## config.mk

```make
export PLATFORM = sky130hd
export DESIGN_NAME = tempo_synced_phase_clock_flat
export DESIGN_NICKNAME = d
export VERILOG_FILES = /design/src/hw/rtl/tspc_pkg.sv /design/src/hw/rtl/tspc_if.sv /design/src/hw/rtl/tspc_alu.sv /design/src/hw/rtl/tspc_seq.sv /design/src/hw/rtl/tempo_synced_phase_clock.sv /design/src/flat_wrapper.sv
export VERILOG_INCLUDE_DIRS = /design/src /design/src/hw/rtl
export SDC_FILE = /design/constraint.sdc
export NUM_CORES = 2
export LEC_CHECK = 0
export BUFFER_PORTS_ARGS = -buffer_cell sky130_fd_sc_hd__buf_4
export CAP_MARGIN = 20
export CORE_ASPECT_RATIO = 1.4
export CORE_MARGIN = 8
export CORE_UTILIZATION = 40
export CTS_CLUSTER_SIZE = 14
export DETAILED_ROUTE_END_ITERATION = 8
export SLEW_MARGIN = 40
export SYNTH_ARGS = -nofsm -noshare
export SYNTH_HDL_FRONTEND = slang
export SYNTH_HIERARCHICAL = 1
export SYNTH_SLANG_ARGS = --single-unit
```

## constraint.sdc

```tcl
create_clock -name clk -period 16.35 [get_ports clk]
set_input_delay 4.0875 -clock clk [delete_from_list [all_inputs] [get_ports clk]]
set_output_delay 4.0875 -clock clk [all_outputs]
set_load 0.1 [all_outputs]
```

## src/hw/rtl/tempo_synced_phase_clock_assert.svh

```systemverilog
// assertion helpers for the tempo synced phase clock
// both expect clk and arst_n in the scope of use
`ifndef TEMPO_SYNCED_PHASE_CLOCK_ASSERT_SVH
`define TEMPO_SYNCED_PHASE_CLOCK_ASSERT_SVH

// consequent checked in the same cycle
`define TSPC_ASSERT_SAME(label, ante, cons, msg) \
	label: assert property (@(posedge clk) disable iff (!arst_n) (ante) |-> (cons)) \
		else $error(msg);

// consequent checked in the next cycle
`define TSPC_ASSERT_NEXT(label, ante, cons, msg) \
	label: assert property (@(posedge clk) disable iff (!arst_n) (ante) |=> (cons)) \
		else $error(msg);

`endif

```

## src/hw/rtl/tspc_pkg.sv

```systemverilog
`timescale 1ns / 1ps

package tspc_pkg;

	localparam int TICKS_PER_QUARTER = 1920;

	// field widths
	localparam int UT_W       = 16;
	localparam int SR_W       = 18;
	localparam int BPM_W      = 16;
	localparam int PSTEP_W    = 24;
	localparam int BV_W       = 7;
	localparam int MOD_W      = 16;
	localparam int INC_W      = 32;
	localparam int CFG_IDX_W  = 3;
	localparam int CFG_DATA_W = 18;

	// datapath widths
	localparam int LEN_W   = 40;
	localparam int FRAC_W  = 16;
	localparam int FAC_W   = 21;
	localparam int BVSR_W  = BV_W + SR_W;
	localparam int REM_W   = 66;
	localparam int OP_W    = 65;
	localparam int DQ_W    = 64;
	localparam int STEPS_W = $clog2(DQ_W + 1);

	// register indexes
	localparam logic [CFG_IDX_W-1:0] REG_QUARTER_VALUE = 3'd0;
	localparam logic [CFG_IDX_W-1:0] REG_BASE_LENGTH   = 3'd1;
	localparam logic [CFG_IDX_W-1:0] REG_SNAP_SIZE     = 3'd2;
	localparam logic [CFG_IDX_W-1:0] REG_MOD_ONE_DEPTH = 3'd3;
	localparam logic [CFG_IDX_W-1:0] REG_MOD_TWO_DEPTH = 3'd4;
	localparam logic [CFG_IDX_W-1:0] REG_SAMPLE_RATE   = 3'd5;

	// register reset values
	localparam logic [UT_W-1:0] RST_QUARTER_VALUE = 16'd96;
	localparam logic [UT_W-1:0] RST_BASE_LENGTH   = 16'd96;
	localparam logic [UT_W-1:0] RST_SNAP_SIZE     = 16'd0;
	localparam logic [UT_W-1:0] RST_DEPTH         = 16'd2048;
	localparam logic [SR_W-1:0] RST_SAMPLE_RATE   = 18'd48000;

	localparam logic [UT_W-1:0]  DEPTH_ONE = 16'd2048;
	localparam logic [FAC_W-1:0] FAC_ONE   = 21'h10000;
	localparam logic [LEN_W-1:0] LEN_MAX   = '1;
	localparam logic [INC_W-1:0] INC_MAX   = '1;

	typedef struct packed {
		logic [UT_W-1:0] quarter_value;
		logic [UT_W-1:0] base_length;
		logic [UT_W-1:0] snap_size;
		logic [UT_W-1:0] mod_one_depth;
		logic [UT_W-1:0] mod_two_depth;
		logic [SR_W-1:0] sample_rate;
	} cfg_t;

	typedef struct packed {
		logic               start;
		logic               is_div;
		logic [STEPS_W-1:0] steps;
		logic [REM_W-1:0]   rem_init;
		logic [DQ_W-1:0]    dq_init;
		logic [OP_W-1:0]    op;
	} alu_cmd_t;

	typedef struct packed {
		logic             busy;
		logic             done;
		logic [REM_W-1:0] rem;
		logic [DQ_W-1:0]  quo;
	} alu_rsp_t;

	function automatic logic [LEN_W-1:0] sat_len(input logic [DQ_W-1:0] v);
		return (|v[DQ_W-1:LEN_W]) ? LEN_MAX : v[LEN_W-1:0];
	endfunction

endpackage

```

## src/hw/rtl/tspc_if.sv

```systemverilog
`timescale 1ns / 1ps

interface tspc_cfg_if;
	logic                              valid;
	logic                              ready;
	logic [tspc_pkg::CFG_IDX_W-1:0]    index;
	logic [tspc_pkg::CFG_DATA_W-1:0]   data;

	modport source (output valid, index, data, input ready);
	modport sink (input valid, index, data, output ready);
endinterface

interface tspc_sample_if;
	logic                              valid;
	logic                              ready;
	logic [tspc_pkg::BPM_W-1:0]        tempo_bpm;
	logic [tspc_pkg::PSTEP_W-1:0]      position_step;
	logic [tspc_pkg::BV_W-1:0]         beat_value;
	logic                              sync_trigger;
	logic signed [tspc_pkg::MOD_W-1:0] mod_one;
	logic signed [tspc_pkg::MOD_W-1:0] mod_two;

	modport source (output valid, tempo_bpm, position_step, beat_value, sync_trigger,
		mod_one, mod_two, input ready);
	modport sink (input valid, tempo_bpm, position_step, beat_value, sync_trigger,
		mod_one, mod_two, output ready);
endinterface

interface tspc_result_if;
	logic                              valid;
	logic                              ready;
	logic                              period_trigger;
	logic [tspc_pkg::INC_W-1:0]        phase_increment;

	modport source (output valid, period_trigger, phase_increment, input ready);
	modport sink (input valid, period_trigger, phase_increment, output ready);
endinterface

```

## src/hw/rtl/tspc_alu.sv

```systemverilog
`timescale 1ns / 1ps

// one bit per cycle: restoring divide or shift-add multiply on a single adder
module tspc_alu (
	input  logic                clk,
	input  logic                arst_n,
	input  tspc_pkg::alu_cmd_t  cmd,
	output tspc_pkg::alu_rsp_t  rsp
);

	localparam int REM_W   = tspc_pkg::REM_W;
	localparam int OP_W    = tspc_pkg::OP_W;
	localparam int DQ_W    = tspc_pkg::DQ_W;
	localparam int STEPS_W = tspc_pkg::STEPS_W;

	logic [REM_W-1:0]   rem_q;
	logic [DQ_W-1:0]    dq_q;
	logic [OP_W-1:0]    op_q;
	logic               is_div_q;
	logic               busy_q;
	logic               done_q;
	logic [STEPS_W-1:0] cnt_q;

	logic [REM_W-1:0] shifted;
	logic [REM_W:0]   addend;
	logic [REM_W:0]   res;
	logic             qbit;
	logic             add_en;
	logic [REM_W-1:0] rem_nxt;
	logic [DQ_W-1:0]  dq_nxt;

	always_comb begin
		// divide shifts the next dividend bit in, multiply shifts a zero in
		shifted = {rem_q[REM_W-2:0], is_div_q & dq_q[DQ_W-1]};
		addend  = {{(REM_W + 1 - OP_W){1'b0}}, op_q};
		if (is_div_q) begin
			addend = ~addend;
		end
		res     = {1'b0, shifted} + addend + (REM_W + 1)'(is_div_q);
		qbit    = is_div_q & ~res[REM_W];
		add_en  = is_div_q ? qbit : dq_q[DQ_W-1];
		rem_nxt = add_en ? res[REM_W-1:0] : shifted;
		dq_nxt  = {dq_q[DQ_W-2:0], qbit};
	end

	always_ff @(posedge clk or negedge arst_n) begin
		if (!arst_n) begin
			busy_q <= 1'b0;
			done_q <= 1'b0;
			cnt_q  <= '0;
		end else begin
			done_q <= 1'b0;
			if (cmd.start) begin
				busy_q <= 1'b1;
				cnt_q  <= cmd.steps;
			end else if (busy_q) begin
				cnt_q <= cnt_q - STEPS_W'(1);
				if (cnt_q == STEPS_W'(1)) begin
					busy_q <= 1'b0;
					done_q <= 1'b1;
				end
			end
		end
	end

	always_ff @(posedge clk) begin
		if (cmd.start) begin
			rem_q    <= cmd.rem_init;
			dq_q     <= cmd.dq_init;
			op_q     <= cmd.op;
			is_div_q <= cmd.is_div;
		end else if (busy_q) begin
			rem_q <= rem_nxt;
			dq_q  <= dq_nxt;
		end
	end

	assign rsp.busy = busy_q;
	assign rsp.done = done_q;
	assign rsp.rem  = rem_q;
	assign rsp.quo  = dq_q;

endmodule

```

## src/hw/rtl/tspc_seq.sv

```systemverilog
`timescale 1ns / 1ps

module tspc_seq #(
	parameter int TICKS_PER_QUARTER = tspc_pkg::TICKS_PER_QUARTER
) (
	input  logic               clk,
	input  logic               arst_n,
	input  tspc_pkg::cfg_t     cfg,
	tspc_sample_if.sink        samples,
	tspc_result_if.source      results,
	output tspc_pkg::alu_cmd_t alu_cmd,
	input  tspc_pkg::alu_rsp_t alu_rsp
);

	localparam int UT_W     = tspc_pkg::UT_W;
	localparam int LEN_W    = tspc_pkg::LEN_W;
	localparam int FRAC_W   = tspc_pkg::FRAC_W;
	localparam int FAC_W    = tspc_pkg::FAC_W;
	localparam int BVSR_W   = tspc_pkg::BVSR_W;
	localparam int REM_W    = tspc_pkg::REM_W;
	localparam int OP_W     = tspc_pkg::OP_W;
	localparam int DQ_W     = tspc_pkg::DQ_W;
	localparam int STEPS_W  = tspc_pkg::STEPS_W;
	localparam int INC_W    = tspc_pkg::INC_W;
	localparam int MOD_W    = tspc_pkg::MOD_W;

	localparam int TPQ_W     = $clog2(TICKS_PER_QUARTER + 1);
	localparam int TK_W      = UT_W + TPQ_W;
	localparam int TK_DIV_W  = TK_W + FRAC_W;
	localparam int K24       = 24 * TICKS_PER_QUARTER;
	localparam int K24_W     = $clog2(K24 + 1);
	localparam int NUM_W     = tspc_pkg::BPM_W + K24_W;
	localparam int MOD_DIV_W = LEN_W + FRAC_W;

	localparam logic [4:0] S_IDLE  = 5'd0;
	localparam logic [4:0] S_POS   = 5'd1;
	localparam logic [4:0] S_L0    = 5'd2;
	localparam logic [4:0] S_L0W   = 5'd3;
	localparam logic [4:0] S_FAC   = 5'd4;
	localparam logic [4:0] S_MOD   = 5'd5;
	localparam logic [4:0] S_MODW  = 5'd6;
	localparam logic [4:0] S_GRID  = 5'd7;
	localparam logic [4:0] S_GRIDW = 5'd8;
	localparam logic [4:0] S_SNAP  = 5'd9;
	localparam logic [4:0] S_SNAPW = 5'd10;
	localparam logic [4:0] S_FIX   = 5'd11;
	localparam logic [4:0] S_BVSR  = 5'd12;
	localparam logic [4:0] S_DMUL  = 5'd13;
	localparam logic [4:0] S_DMULW = 5'd14;
	localparam logic [4:0] S_DCHK  = 5'd15;
	localparam logic [4:0] S_DDIVW = 5'd16;
	localparam logic [4:0] S_DONE  = 5'd17;

	logic [4:0]                      state_q;
	logic [LEN_W-1:0]                position_q;
	logic [LEN_W-1:0]                period_q;
	logic [LEN_W-1:0]                len_q;
	logic [LEN_W-1:0]                grid_q;
	logic                            trig_q;
	logic                            sel_q;
	logic                            neg_q;
	logic                            sync_q;
	logic [tspc_pkg::BPM_W-1:0]      bpm_q;
	logic [tspc_pkg::PSTEP_W-1:0]    pstep_q;
	logic [tspc_pkg::BV_W-1:0]       bv_q;
	logic [MOD_W-1:0]                m1_q;
	logic [MOD_W-1:0]                m2_q;
	logic [FAC_W-1:0]                fac_q;
	logic [BVSR_W-1:0]               bvsr_q;
	logic [NUM_W-1:0]                num_q;
	logic [OP_W-1:0]                 prod_q;
	logic [INC_W-1:0]                inc_q;
	logic                            ovalid_q;
	logic                            otrig_q;
	logic [INC_W-1:0]                oinc_q;

	logic [UT_W-1:0]  q_eff;
	logic [TK_W-1:0]  note_ticks;
	logic [TK_W-1:0]  snap_ticks;
	logic [LEN_W-1:0] pos_sel;
	logic [LEN_W:0]   pos_diff;
	logic [UT_W-1:0]  depth_sel;
	logic [UT_W-1:0]  depth_ex;
	logic [MOD_W-1:0] m_sel;
	logic [MOD_W-1:0] m_mag;
	logic [31:0]      fac_prod;
	logic [FAC_W-1:0] fac_nxt;
	logic [LEN_W-1:0] mod_len;
	logic             num_ge;
	logic             inc_zero;

	always_comb begin
		q_eff      = (cfg.quarter_value == '0) ? UT_W'(1) : cfg.quarter_value;
		note_ticks = TK_W'(cfg.base_length) * TK_W'(TICKS_PER_QUARTER);
		snap_ticks = TK_W'(cfg.snap_size) * TK_W'(TICKS_PER_QUARTER);

		// sync forces the position onto the period end
		pos_sel  = sync_q ? period_q : position_q;
		pos_diff = {1'b0, pos_sel} - {1'b0, period_q};

		depth_sel = sel_q ? cfg.mod_two_depth : cfg.mod_one_depth;
		depth_ex  = (depth_sel < tspc_pkg::DEPTH_ONE) ? '0 : depth_sel - tspc_pkg::DEPTH_ONE;
		m_sel     = sel_q ? m2_q : m1_q;
		m_mag     = m_sel[MOD_W-1] ? (~m_sel + MOD_W'(1)) : m_sel;
		fac_prod  = depth_ex * m_mag;
		fac_nxt   = FAC_W'(fac_prod >> 10) + tspc_pkg::FAC_ONE;

		if (neg_q) begin
			mod_len = alu_rsp.quo[LEN_W-1:0];
		end else if (|alu_rsp.rem[REM_W-1:MOD_DIV_W]) begin
			mod_len = tspc_pkg::LEN_MAX;
		end else begin
			mod_len = alu_rsp.rem[MOD_DIV_W-1:FRAC_W];
		end

		num_ge   = REM_W'({num_q, 1'b0}) >= REM_W'(prod_q);
		inc_zero = (bvsr_q == '0) || (period_q == '0);
	end

	always_comb begin
		alu_cmd          = '0;
		alu_cmd.is_div   = 1'b1;
		unique case (state_q)
			S_L0: begin
				alu_cmd.start   = 1'b1;
				alu_cmd.steps   = STEPS_W'(TK_DIV_W);
				alu_cmd.dq_init = DQ_W'({note_ticks, {FRAC_W{1'b0}}}) << (DQ_W - TK_DIV_W);
				alu_cmd.op      = OP_W'(q_eff);
			end
			S_MOD: begin
				alu_cmd.start = 1'b1;
				if (neg_q) begin
					alu_cmd.steps   = STEPS_W'(MOD_DIV_W);
					alu_cmd.dq_init = DQ_W'(len_q) << (DQ_W - LEN_W);
					alu_cmd.op      = OP_W'(fac_q);
				end else begin
					alu_cmd.is_div  = 1'b0;
					alu_cmd.steps   = STEPS_W'(FAC_W);
					alu_cmd.dq_init = DQ_W'(fac_q) << (DQ_W - FAC_W);
					alu_cmd.op      = OP_W'(len_q);
				end
			end
			S_GRID: begin
				alu_cmd.start   = 1'b1;
				alu_cmd.steps   = STEPS_W'(TK_DIV_W);
				alu_cmd.dq_init = DQ_W'({snap_ticks, {FRAC_W{1'b0}}}) << (DQ_W - TK_DIV_W);
				alu_cmd.op      = OP_W'(q_eff);
			end
			S_SNAP: begin
				alu_cmd.start   = (grid_q != '0);
				alu_cmd.steps   = STEPS_W'(LEN_W);
				alu_cmd.dq_init = DQ_W'(len_q) << (DQ_W - LEN_W);
				alu_cmd.op      = OP_W'(grid_q);
			end
			S_DMUL: begin
				alu_cmd.start   = ~inc_zero;
				alu_cmd.is_div  = 1'b0;
				alu_cmd.steps   = STEPS_W'(BVSR_W);
				alu_cmd.dq_init = DQ_W'(bvsr_q) << (DQ_W - BVSR_W);
				alu_cmd.op      = OP_W'(period_q);
			end
			S_DCHK: begin
				// low 32 dividend bits are zero, the upper part seeds the remainder
				alu_cmd.start    = ~num_ge;
				alu_cmd.steps    = STEPS_W'(INC_W);
				alu_cmd.rem_init = REM_W'({num_q, 1'b0});
				alu_cmd.op       = prod_q;
			end
			default: begin
			end
		endcase
	end

	always_ff @(posedge clk or negedge arst_n) begin
		if (!arst_n) begin
			state_q    <= S_IDLE;
			position_q <= '0;
			period_q   <= '0;
			trig_q     <= 1'b0;
			sel_q      <= 1'b0;
			ovalid_q   <= 1'b0;
		end else begin
			// a new result may replace the one leaving in the same cycle
			if (state_q == S_DONE && (!ovalid_q || results.ready)) begin
				ovalid_q <= 1'b1;
			end else if (results.valid && results.ready) begin
				ovalid_q <= 1'b0;
			end
			unique case (state_q)
				S_IDLE: begin
					if (samples.valid) begin
						state_q <= S_POS;
					end
				end
				S_POS: begin
					trig_q     <= ~pos_diff[LEN_W];
					position_q <= pos_diff[LEN_W] ? pos_sel : pos_diff[LEN_W-1:0];
					state_q    <= pos_diff[LEN_W] ? S_BVSR : S_L0;
				end
				S_L0: begin
					state_q <= S_L0W;
				end
				S_L0W: begin
					if (alu_rsp.done) begin
						sel_q   <= 1'b0;
						state_q <= S_FAC;
					end
				end
				S_FAC: begin
					state_q <= S_MOD;
				end
				S_MOD: begin
					state_q <= S_MODW;
				end
				S_MODW: begin
					if (alu_rsp.done) begin
						if (!sel_q) begin
							sel_q   <= 1'b1;
							state_q <= S_FAC;
						end else if (cfg.snap_size != '0) begin
							state_q <= S_GRID;
						end else begin
							period_q <= mod_len;
							state_q  <= S_BVSR;
						end
					end
				end
				S_GRID: begin
					state_q <= S_GRIDW;
				end
				S_GRIDW: begin
					if (alu_rsp.done) begin
						state_q <= S_SNAP;
					end
				end
				S_SNAP: begin
					if (grid_q == '0) begin
						period_q <= len_q;
						state_q  <= S_BVSR;
					end else begin
						state_q <= S_SNAPW;
					end
				end
				S_SNAPW: begin
					if (alu_rsp.done) begin
						state_q <= S_FIX;
					end
				end
				S_FIX: begin
					// snapped to zero means one whole grid step
					period_q <= (len_q == '0) ? grid_q : len_q;
					state_q  <= S_BVSR;
				end
				S_BVSR: begin
					position_q <= position_q + LEN_W'(pstep_q);
					state_q    <= S_DMUL;
				end
				S_DMUL: begin
					state_q <= inc_zero ? S_DONE : S_DMULW;
				end
				S_DMULW: begin
					if (alu_rsp.done) begin
						state_q <= S_DCHK;
					end
				end
				S_DCHK: begin
					state_q <= num_ge ? S_DONE : S_DDIVW;
				end
				S_DDIVW: begin
					if (alu_rsp.done) begin
						state_q <= S_DONE;
					end
				end
				S_DONE: begin
					if (!ovalid_q || results.ready) begin
						state_q <= S_IDLE;
					end
				end
				default: begin
					state_q <= S_IDLE;
				end
			endcase
		end
	end

	always_ff @(posedge clk) begin
		unique case (state_q)
			S_IDLE: begin
				if (samples.valid) begin
					bpm_q   <= samples.tempo_bpm;
					pstep_q <= samples.position_step;
					bv_q    <= samples.beat_value;
					sync_q  <= samples.sync_trigger;
					m1_q    <= $unsigned(samples.mod_one);
					m2_q    <= $unsigned(samples.mod_two);
				end
			end
			S_L0W: begin
				if (alu_rsp.done) begin
					len_q <= tspc_pkg::sat_len(alu_rsp.quo);
				end
			end
			S_FAC: begin
				fac_q <= fac_nxt;
				neg_q <= m_sel[MOD_W-1];
			end
			S_MODW: begin
				if (alu_rsp.done) begin
					len_q <= mod_len;
				end
			end
			S_GRIDW: begin
				if (alu_rsp.done) begin
					grid_q <= tspc_pkg::sat_len(alu_rsp.quo);
				end
			end
			S_SNAPW: begin
				if (alu_rsp.done) begin
					len_q <= len_q - alu_rsp.rem[LEN_W-1:0];
				end
			end
			S_BVSR: begin
				bvsr_q <= BVSR_W'(bv_q) * BVSR_W'(cfg.sample_rate);
				num_q  <= NUM_W'(bpm_q) * NUM_W'(K24);
			end
			S_DMUL: begin
				if (inc_zero) begin
					inc_q <= tspc_pkg::INC_MAX;
				end
			end
			S_DMULW: begin
				if (alu_rsp.done) begin
					prod_q <= alu_rsp.rem[OP_W-1:0];
				end
			end
			S_DCHK: begin
				if (num_ge) begin
					inc_q <= tspc_pkg::INC_MAX;
				end
			end
			S_DDIVW: begin
				if (alu_rsp.done) begin
					inc_q <= alu_rsp.quo[INC_W-1:0];
				end
			end
			S_DONE: begin
				if (!ovalid_q || results.ready) begin
					otrig_q <= trig_q;
					oinc_q  <= inc_q;
				end
			end
			default: begin
			end
		endcase
	end

	assign samples.ready           = (state_q == S_IDLE);
	assign results.valid           = ovalid_q;
	assign results.period_trigger  = otrig_q;
	assign results.phase_increment = oinc_q;

endmodule

```

## src/hw/rtl/tempo_synced_phase_clock.sv

```systemverilog
`timescale 1ns / 1ps
// channel   dir     one beat carries
// cfg       sink    register index and write data, always ready
// samples   sink    tempo, position step, beat value, sync, two modulations
// results   source  period trigger and phase increment, one per sample
//
// with no period end a sample needs only the increment multiply and divide; a
// period end adds the length chain before them
// all arithmetic shares one add/subtract unit taking one quotient or
// multiplier bit per cycle
// samples is ready only while the sequencer idles; a held result stalls it
// reset clears position, period length and the registers to their defaults

`include "tempo_synced_phase_clock_assert.svh"

module tempo_synced_phase_clock #(
	parameter int TICKS_PER_QUARTER = tspc_pkg::TICKS_PER_QUARTER
) (
	input  logic          clk,
	input  logic          arst_n,
	tspc_cfg_if.sink      cfg,
	tspc_sample_if.sink   samples,
	tspc_result_if.source results
);

	tspc_pkg::cfg_t     cfg_q;
	tspc_pkg::alu_cmd_t alu_cmd;
	tspc_pkg::alu_rsp_t alu_rsp;

	assign cfg.ready = 1'b1;

	always_ff @(posedge clk or negedge arst_n) begin
		if (!arst_n) begin
			cfg_q.quarter_value <= tspc_pkg::RST_QUARTER_VALUE;
			cfg_q.base_length   <= tspc_pkg::RST_BASE_LENGTH;
			cfg_q.snap_size     <= tspc_pkg::RST_SNAP_SIZE;
			cfg_q.mod_one_depth <= tspc_pkg::RST_DEPTH;
			cfg_q.mod_two_depth <= tspc_pkg::RST_DEPTH;
			cfg_q.sample_rate   <= tspc_pkg::RST_SAMPLE_RATE;
		end else if (cfg.valid && cfg.ready) begin
			unique case (cfg.index)
				tspc_pkg::REG_QUARTER_VALUE: cfg_q.quarter_value <= cfg.data[tspc_pkg::UT_W-1:0];
				tspc_pkg::REG_BASE_LENGTH:   cfg_q.base_length   <= cfg.data[tspc_pkg::UT_W-1:0];
				tspc_pkg::REG_SNAP_SIZE:     cfg_q.snap_size     <= cfg.data[tspc_pkg::UT_W-1:0];
				tspc_pkg::REG_MOD_ONE_DEPTH: cfg_q.mod_one_depth <= cfg.data[tspc_pkg::UT_W-1:0];
				tspc_pkg::REG_MOD_TWO_DEPTH: cfg_q.mod_two_depth <= cfg.data[tspc_pkg::UT_W-1:0];
				tspc_pkg::REG_SAMPLE_RATE:   cfg_q.sample_rate   <= cfg.data[tspc_pkg::SR_W-1:0];
				default: begin
				end
			endcase
		end
	end

	tspc_seq #(
		.TICKS_PER_QUARTER(TICKS_PER_QUARTER)
	) u_seq (
		.clk     (clk),
		.arst_n  (arst_n),
		.cfg     (cfg_q),
		.samples (samples),
		.results (results),
		.alu_cmd (alu_cmd),
		.alu_rsp (alu_rsp)
	);

	tspc_alu u_alu (
		.clk    (clk),
		.arst_n (arst_n),
		.cmd    (alu_cmd),
		.rsp    (alu_rsp)
	);

	`TSPC_ASSERT_NEXT(a_busy_after_beat, samples.valid && samples.ready, !samples.ready, "ready after beat")
	`TSPC_ASSERT_SAME(a_alu_free_on_start, alu_cmd.start, !alu_rsp.busy, "alu started while busy")
	`TSPC_ASSERT_NEXT(a_alu_runs_after_start, alu_cmd.start, alu_rsp.busy && !alu_rsp.done, "alu idle after start")

endmodule
```

## src/flat_wrapper.sv

```systemverilog
// flat-port wrapper written by rule: the top's interface ports become plain ports
module tempo_synced_phase_clock_flat 
#(
	parameter int TICKS_PER_QUARTER = tspc_pkg::TICKS_PER_QUARTER
)
  (clk, arst_n, cfg_valid, cfg_index, cfg_data, cfg_ready, samples_valid, samples_tempo_bpm, samples_position_step, samples_beat_value, samples_sync_trigger, samples_mod_one, samples_mod_two, samples_ready, results_valid, results_period_trigger, results_phase_increment, results_ready);
  tspc_cfg_if cfg_i ();
  tspc_sample_if samples_i ();
  tspc_result_if results_i ();
  input  logic clk;
  input  logic arst_n;
  input wire logic [$bits(cfg_i.valid)-1:0] cfg_valid;
  input wire logic [$bits(cfg_i.index)-1:0] cfg_index;
  input wire logic [$bits(cfg_i.data)-1:0] cfg_data;
  output wire logic [$bits(cfg_i.ready)-1:0] cfg_ready;
  input wire logic [$bits(samples_i.valid)-1:0] samples_valid;
  input wire logic [$bits(samples_i.tempo_bpm)-1:0] samples_tempo_bpm;
  input wire logic [$bits(samples_i.position_step)-1:0] samples_position_step;
  input wire logic [$bits(samples_i.beat_value)-1:0] samples_beat_value;
  input wire logic [$bits(samples_i.sync_trigger)-1:0] samples_sync_trigger;
  input wire logic [$bits(samples_i.mod_one)-1:0] samples_mod_one;
  input wire logic [$bits(samples_i.mod_two)-1:0] samples_mod_two;
  output wire logic [$bits(samples_i.ready)-1:0] samples_ready;
  output wire logic [$bits(results_i.valid)-1:0] results_valid;
  output wire logic [$bits(results_i.period_trigger)-1:0] results_period_trigger;
  output wire logic [$bits(results_i.phase_increment)-1:0] results_phase_increment;
  input wire logic [$bits(results_i.ready)-1:0] results_ready;
  assign cfg_i.valid = cfg_valid;
  assign cfg_i.index = cfg_index;
  assign cfg_i.data = cfg_data;
  assign cfg_ready = cfg_i.ready;
  assign samples_i.valid = samples_valid;
  assign samples_i.tempo_bpm = samples_tempo_bpm;
  assign samples_i.position_step = samples_position_step;
  assign samples_i.beat_value = samples_beat_value;
  assign samples_i.sync_trigger = samples_sync_trigger;
  assign samples_i.mod_one = samples_mod_one;
  assign samples_i.mod_two = samples_mod_two;
  assign samples_ready = samples_i.ready;
  assign results_valid = results_i.valid;
  assign results_period_trigger = results_i.period_trigger;
  assign results_phase_increment = results_i.phase_increment;
  assign results_i.ready = results_ready;
  tempo_synced_phase_clock #(.TICKS_PER_QUARTER(TICKS_PER_QUARTER)) u_core (.clk(clk), .arst_n(arst_n), .cfg(cfg_i), .samples(samples_i), .results(results_i));
endmodule
```

# Yosys cells after proc, flatten, opt, wreduce, memory -nomap -nowiden
# Cells that the tools add are included.
[totals] elab_cells=204 in_bits=106 register_bits=750 out_inout_bits=36 latchBits=0 mem_bits_ro=0 mem_bits_rw=0 mem_count=0
[op_classes] eq_ne=36 add_sub_neg=9 mux=69 magnitude_cmp=2 mul=5 n_shift=0 n_div=0 bitwise_logic=8 n_reduce_logical=40
[ops] op="$mux 40" count=13
[ops] op="$pmux 65 s5" count=1
[ops] op="$pmux 64 s5" count=1
[ops] op="$pmux 40 s3" count=2
[ops] op="$mux 66" count=3
[ops] op="$mux 129" count=1
[ops] op="$mux 64" count=2
[ops] op="$logic_not 40->1" count=3
[ops] op="$mux 32" count=3
[ops] op="$pmux 32 s3" count=1
[ops] op="$pmux 5 s18" count=1
[ops] op="$mux 16" count=5
[ops] op="$pmux 40 s2" count=1
[ops] op="$add 66x67->67" count=1
[ops] op="$add 67x1->67" count=1
[ops] op="$mux 67" count=1
[ops] op="$not 65->67" count=1
[ops] op="$ge 33x65->1" count=1
[ops] op="$mux 5" count=9
[ops] op="$sub 40x40->41" count=1
[ops] op="$add 40x24->40" count=1
[ops] op="$eq 5x4->1 const B" count=8
[ops] op="$mul 16x4->20 const B" count=2
[ops] op="$reduce_bool 40->1" count=1
[ops] op="50 further kinds" count=105

# Longest topological paths before layout
[depth] depth_word=10 ltp_mapped=39

# By module
# Netlist, hierarchy kept.
[by_module_without_submodules] mod="tspc_seq" n_inst=1 area_per_inst_um2=44522.7 cells_each=4698 seq_area_each_um2=12982.5
[by_module_without_submodules] mod="tspc_alu" n_inst=1 area_per_inst_um2=13186.4 cells_each=1242 seq_area_each_um2=6110.9
[by_module_without_submodules] mod="tempo_synced_phase_clock" n_inst=1 area_per_inst_um2=3781.1 cells_each=214 seq_area_each_um2=2468.6

# Least setup slack after synthesis
# Ideal clock, no wire load.
[synth_timing] kind="reg-to-reg" from="register u_core.u_seq.sel_q" to="register u_core.u_seq.fac_q[20] (data pin)" stages_incl_launch_ff=38 path_buffers=7 period_less_slack_ps=8983 slack_ps=7367 t_arrival_ps=8725 required_ps=16091 setup_time_ps=259 cell_sequence="dfrtp_1 buf_4 buf_6 buf_2 buf_2 buf_2 buf_1 mux2i_1 ha_1 nand3b_1 nand2_1 xnor2_1 clkbuf_1 nor2_1 fa_1 inv_1 fa_1 fa_1 (+2 left out) fa_1 inv_1 fa_1 inv_1 ha_1 a21oi_1 nand3b_1 o32ai_1 a31oi_2 a221o_1 a311oi_1 nor2_1 xor2_1 ha_1 o21a_1 and4_1 o21ai_1 xnor2_1"
[synth_via] elab_chain_cells=6 word_cells_on_any_way=10 cone_classes="3 x add/sub; 1 x mul; 1 x order compare; 4 x mux; 1 x bitwise"
[synth_lines] element="start: declaration" line="tspc_seq.sv:60" text="logic sel_q;"
[synth_lines] element="start signal: assignment" line="tspc_seq.sv:180" text="sel_q <= 1'b0;"
[synth_lines] element="start signal: assignment" line="tspc_seq.sv:205" text="sel_q <= 1'b0;"
[synth_lines] element="start signal: assignment" line="tspc_seq.sv:218" text="sel_q <= 1'b1;"
[synth_lines] element="$mux 16" line="tspc_seq.sv:103" text="m_sel = sel_q ? m2_q : m1_q;"
[synth_lines] element="$not 16->16" line="tspc_seq.sv:104" text="m_mag = m_sel[MOD_W-1] ? (~m_sel + MOD_W'(1)) : m_sel;"
[synth_lines] element="$add 16x1->16" line="tspc_seq.sv:104"
[synth_lines] element="$mux 16" line="tspc_seq.sv:104"
[synth_lines] element="$mul 16x16->31 (*)" line="tspc_seq.sv:105" text="fac_prod = depth_ex * m_mag;"
[synth_lines] element="$add 21x17->21 (*)" line="tspc_seq.sv:106" text="fac_nxt = FAC_W'(fac_prod >> 10) + tspc_pkg::FAC_ONE;"
[synth_lines] element="net u_core.u_seq.fac_nxt[20]" line="tspc_seq.sv:87" text="logic [FAC_W-1:0] fac_nxt;"
[synth_lines] element="end signal: assignment" line="tspc_seq.sv:304" text="fac_q <= fac_nxt;"
[synth_lines] element="end: declaration" line="tspc_seq.sv:68" text="logic [FAC_W-1:0] fac_q;"
# The timed path passes the listed nets; every way through them passes the cells marked *.
# A chain may end at the register's enable or synchronous reset.

# Final worst setup path
# Ends and elaborated chain as after synthesis.

==> metrics.cfg <==
[placed_design]
place_congestion = 0.9737
port_buffers = 140
placedCellCount = 8070
dpl_cell_area_um2 = 64350
hpwl_um = 162800

[critical_path]
cp.required_ns = 16.81
path_buf_inv = 5
path_delay_family = adder cells
r2r_slack_ns = 6.99
cp_slowest_cell = nor4_1
r2r_cells = 31
cp_slowest_stage_delay_ns = 0.64
cp.arrival_ns = 9.83
critPathLaunchType = flop
path_max_fanout = 46
reg2reg_to = u_core/u_seq/fac_q[20]
crit_type = reg -> reg
end_kind = flop
crit_top_cell = fa_1
r2r-start = u_core/u_seq/sel_q

[drt]
ant_nets = 0
dr_total_vias = 48500
drc_errors = 2
drt_wl_total_um = 211000
via_per_inst = 5.884
wl_per_cell_um = 25.60
drtIter0Drc = 4851
drt_pass1_iterations = 9

[final_layout]
final_area_um2 = 67420
synthToLayoutAreaGrowth_pct = 9.662
fin_util = 0.4409
drive_gt1_frac = 0.1064
final_cells = 8243
num-nets-final = 7080

[run_status]
outcome = complete, but fails checks
failed_checks = DRC

[clock_tree]
ctsHoldBuffers = 0
clock_latency_ns = 0.75
cts_inserted_buffers = 88
clockBufferDepth = 3
ctsHtreeMaxLevel = 3
clockRootBuffer = clkbuf_16
cts_sinks = 750
clk_pin_slew_worst_paths_ns = 0.06
cts_tree = built
post_cts.repair.setup_buffers = 0
cts_resized = 0

[grt]
grt_max_degree = 141
grt_first_pass_wirelength_um = 313000
grt_pass1_vias = 48920
overflow = 0
antenna_found_initial = 6
track_usage = 0.2461

[floorplanning]
ioPinCount = 142
initial_core_util = 0.4020
core-area_um2 = 152900
die_h_um = 479.9
rows = 170
fp.dieW_um = 347.3
die_area_um2 = 166700

[synth]
avgSynthCellArea_um2 = 9.992
synth_area_um2 = 61480
synthCells = 6153
yosysWarningCount = 6

[hold_path]
min_to = u_core/u_seq/results.phase_increment[15]
hold_start = u_core/u_seq/inc_q[15]
hold_path_class = reg -> reg
min_path_cells = 0

[sta]
rsz0062_at_grt = no
tns_ns = 0
max_freq_ghz = 0.1068
tightest_slew_ns = 0.8656
hold_violations = 0
skew_ns = 0.07662
fin_crit_ns = 9.364
min_period_over_period = 0.5727
maxSlewViolCount = 0
setup-violations-final = 0
max_slew_margin = 0.4065

[flow_run]
maxCapViolCount = 0

==> flip-flops by register name, indices dropped and copies added, names as in the netlist, 40 cells and up <==
register,cells
u_core/u_seq/position_q,40
u_core/u_alu/dq_q,64
u_core/u_seq/period_q,40
u_core/u_seq/grid_q,40
u_core/cfg_q,98
u_core/u_alu/rem_q,66
u_core/u_seq/prod_q,65
u_core/u_alu/op_q,65
u_core/u_seq/len_q,40
==> layout by cell type (no fill, tap or decap), types with 73 or more instances in the layout <==
| cell | n |
|---|---|
| nor3_1 | 104 |
| a21o_1 | 108 |
| nand3_1 | 73 |
| xnor2_1 | 163 |
| mux2_2 | 211 |
| buf_4 | 196 |
| nand2_1 | 676 |
| xor2_1 | 138 |
| edfxtp_1 | 555 |
| nor2_1 | 360 |
| dfrtp_1 | 181 |
| o21ai_0 | 250 |
| clkbuf_16 | 91 |
| ha_1 | 430 |
| mux2i_1 | 105 |
| fa_1 | 359 |
| inv_1 | 567 |
| a21oi_1 | 309 |
| and2_1 | 162 |
==> per-stage QoR <==
stage | hold WS (ns) | setup WS, ns
after global placement | 0.4041 | 6.684
after global routing | 0.4090 | 6.355
after CTS | 0.4011 | 6.864
after floorplan | 0.4003 | 7.367
final | 0.3978 | 6.986
after detailed placement | 0.4045 | 6.873
==> area by class of cell <==
cell class                 instances  area, µm²
fill                           14580      85510
clock inverter                    56      611.8
multi-input combinational       4567      36610
timing repair buffer             207       1659
tap                             1978       2475
sequential                       750      21560
antenna                            5      12.51
inverter                         571       2150
clock buffer                     109       2347
==> metal layers <==
layer	vias up	part of all wire	track usage
met5	-	0.00013	0
met4	4	0.083	0.1728
met3	618	0.061	0.03433
met2	2009	0.49	0.4240
met1	23970	0.37	0.2807
li1	21900	-	-
==> worst max-delay path by stage <==
stage / depth (start not counted) / startpoint / slack [ns] / to
final: 31 / u_core/u_seq/sel_q / 6.99 / u_core/u_seq/fac_q[20]
after global routing: 31 / u_core/u_seq/sel_q / 6.36 / u_core/u_seq/fac_q[20]
after CTS: 30 / u_core/u_seq/sel_q / 6.86 / u_core/u_seq/fac_q[20]
after detailed placement: 30 / u_core/u_seq/sel_q / 6.87 / u_core/u_seq/fac_q[20]
after global placement: 30 / u_core/u_seq/sel_q / 6.68 / u_core/u_seq/fac_q[20]
after floorplan: 37 / u_core/u_seq/sel_q / 7.37 / u_core/u_seq/fac_q[20]
Power is not shown: default switching activity piles up to over one toggle a cycle in this logic, so the estimate is an artifact.
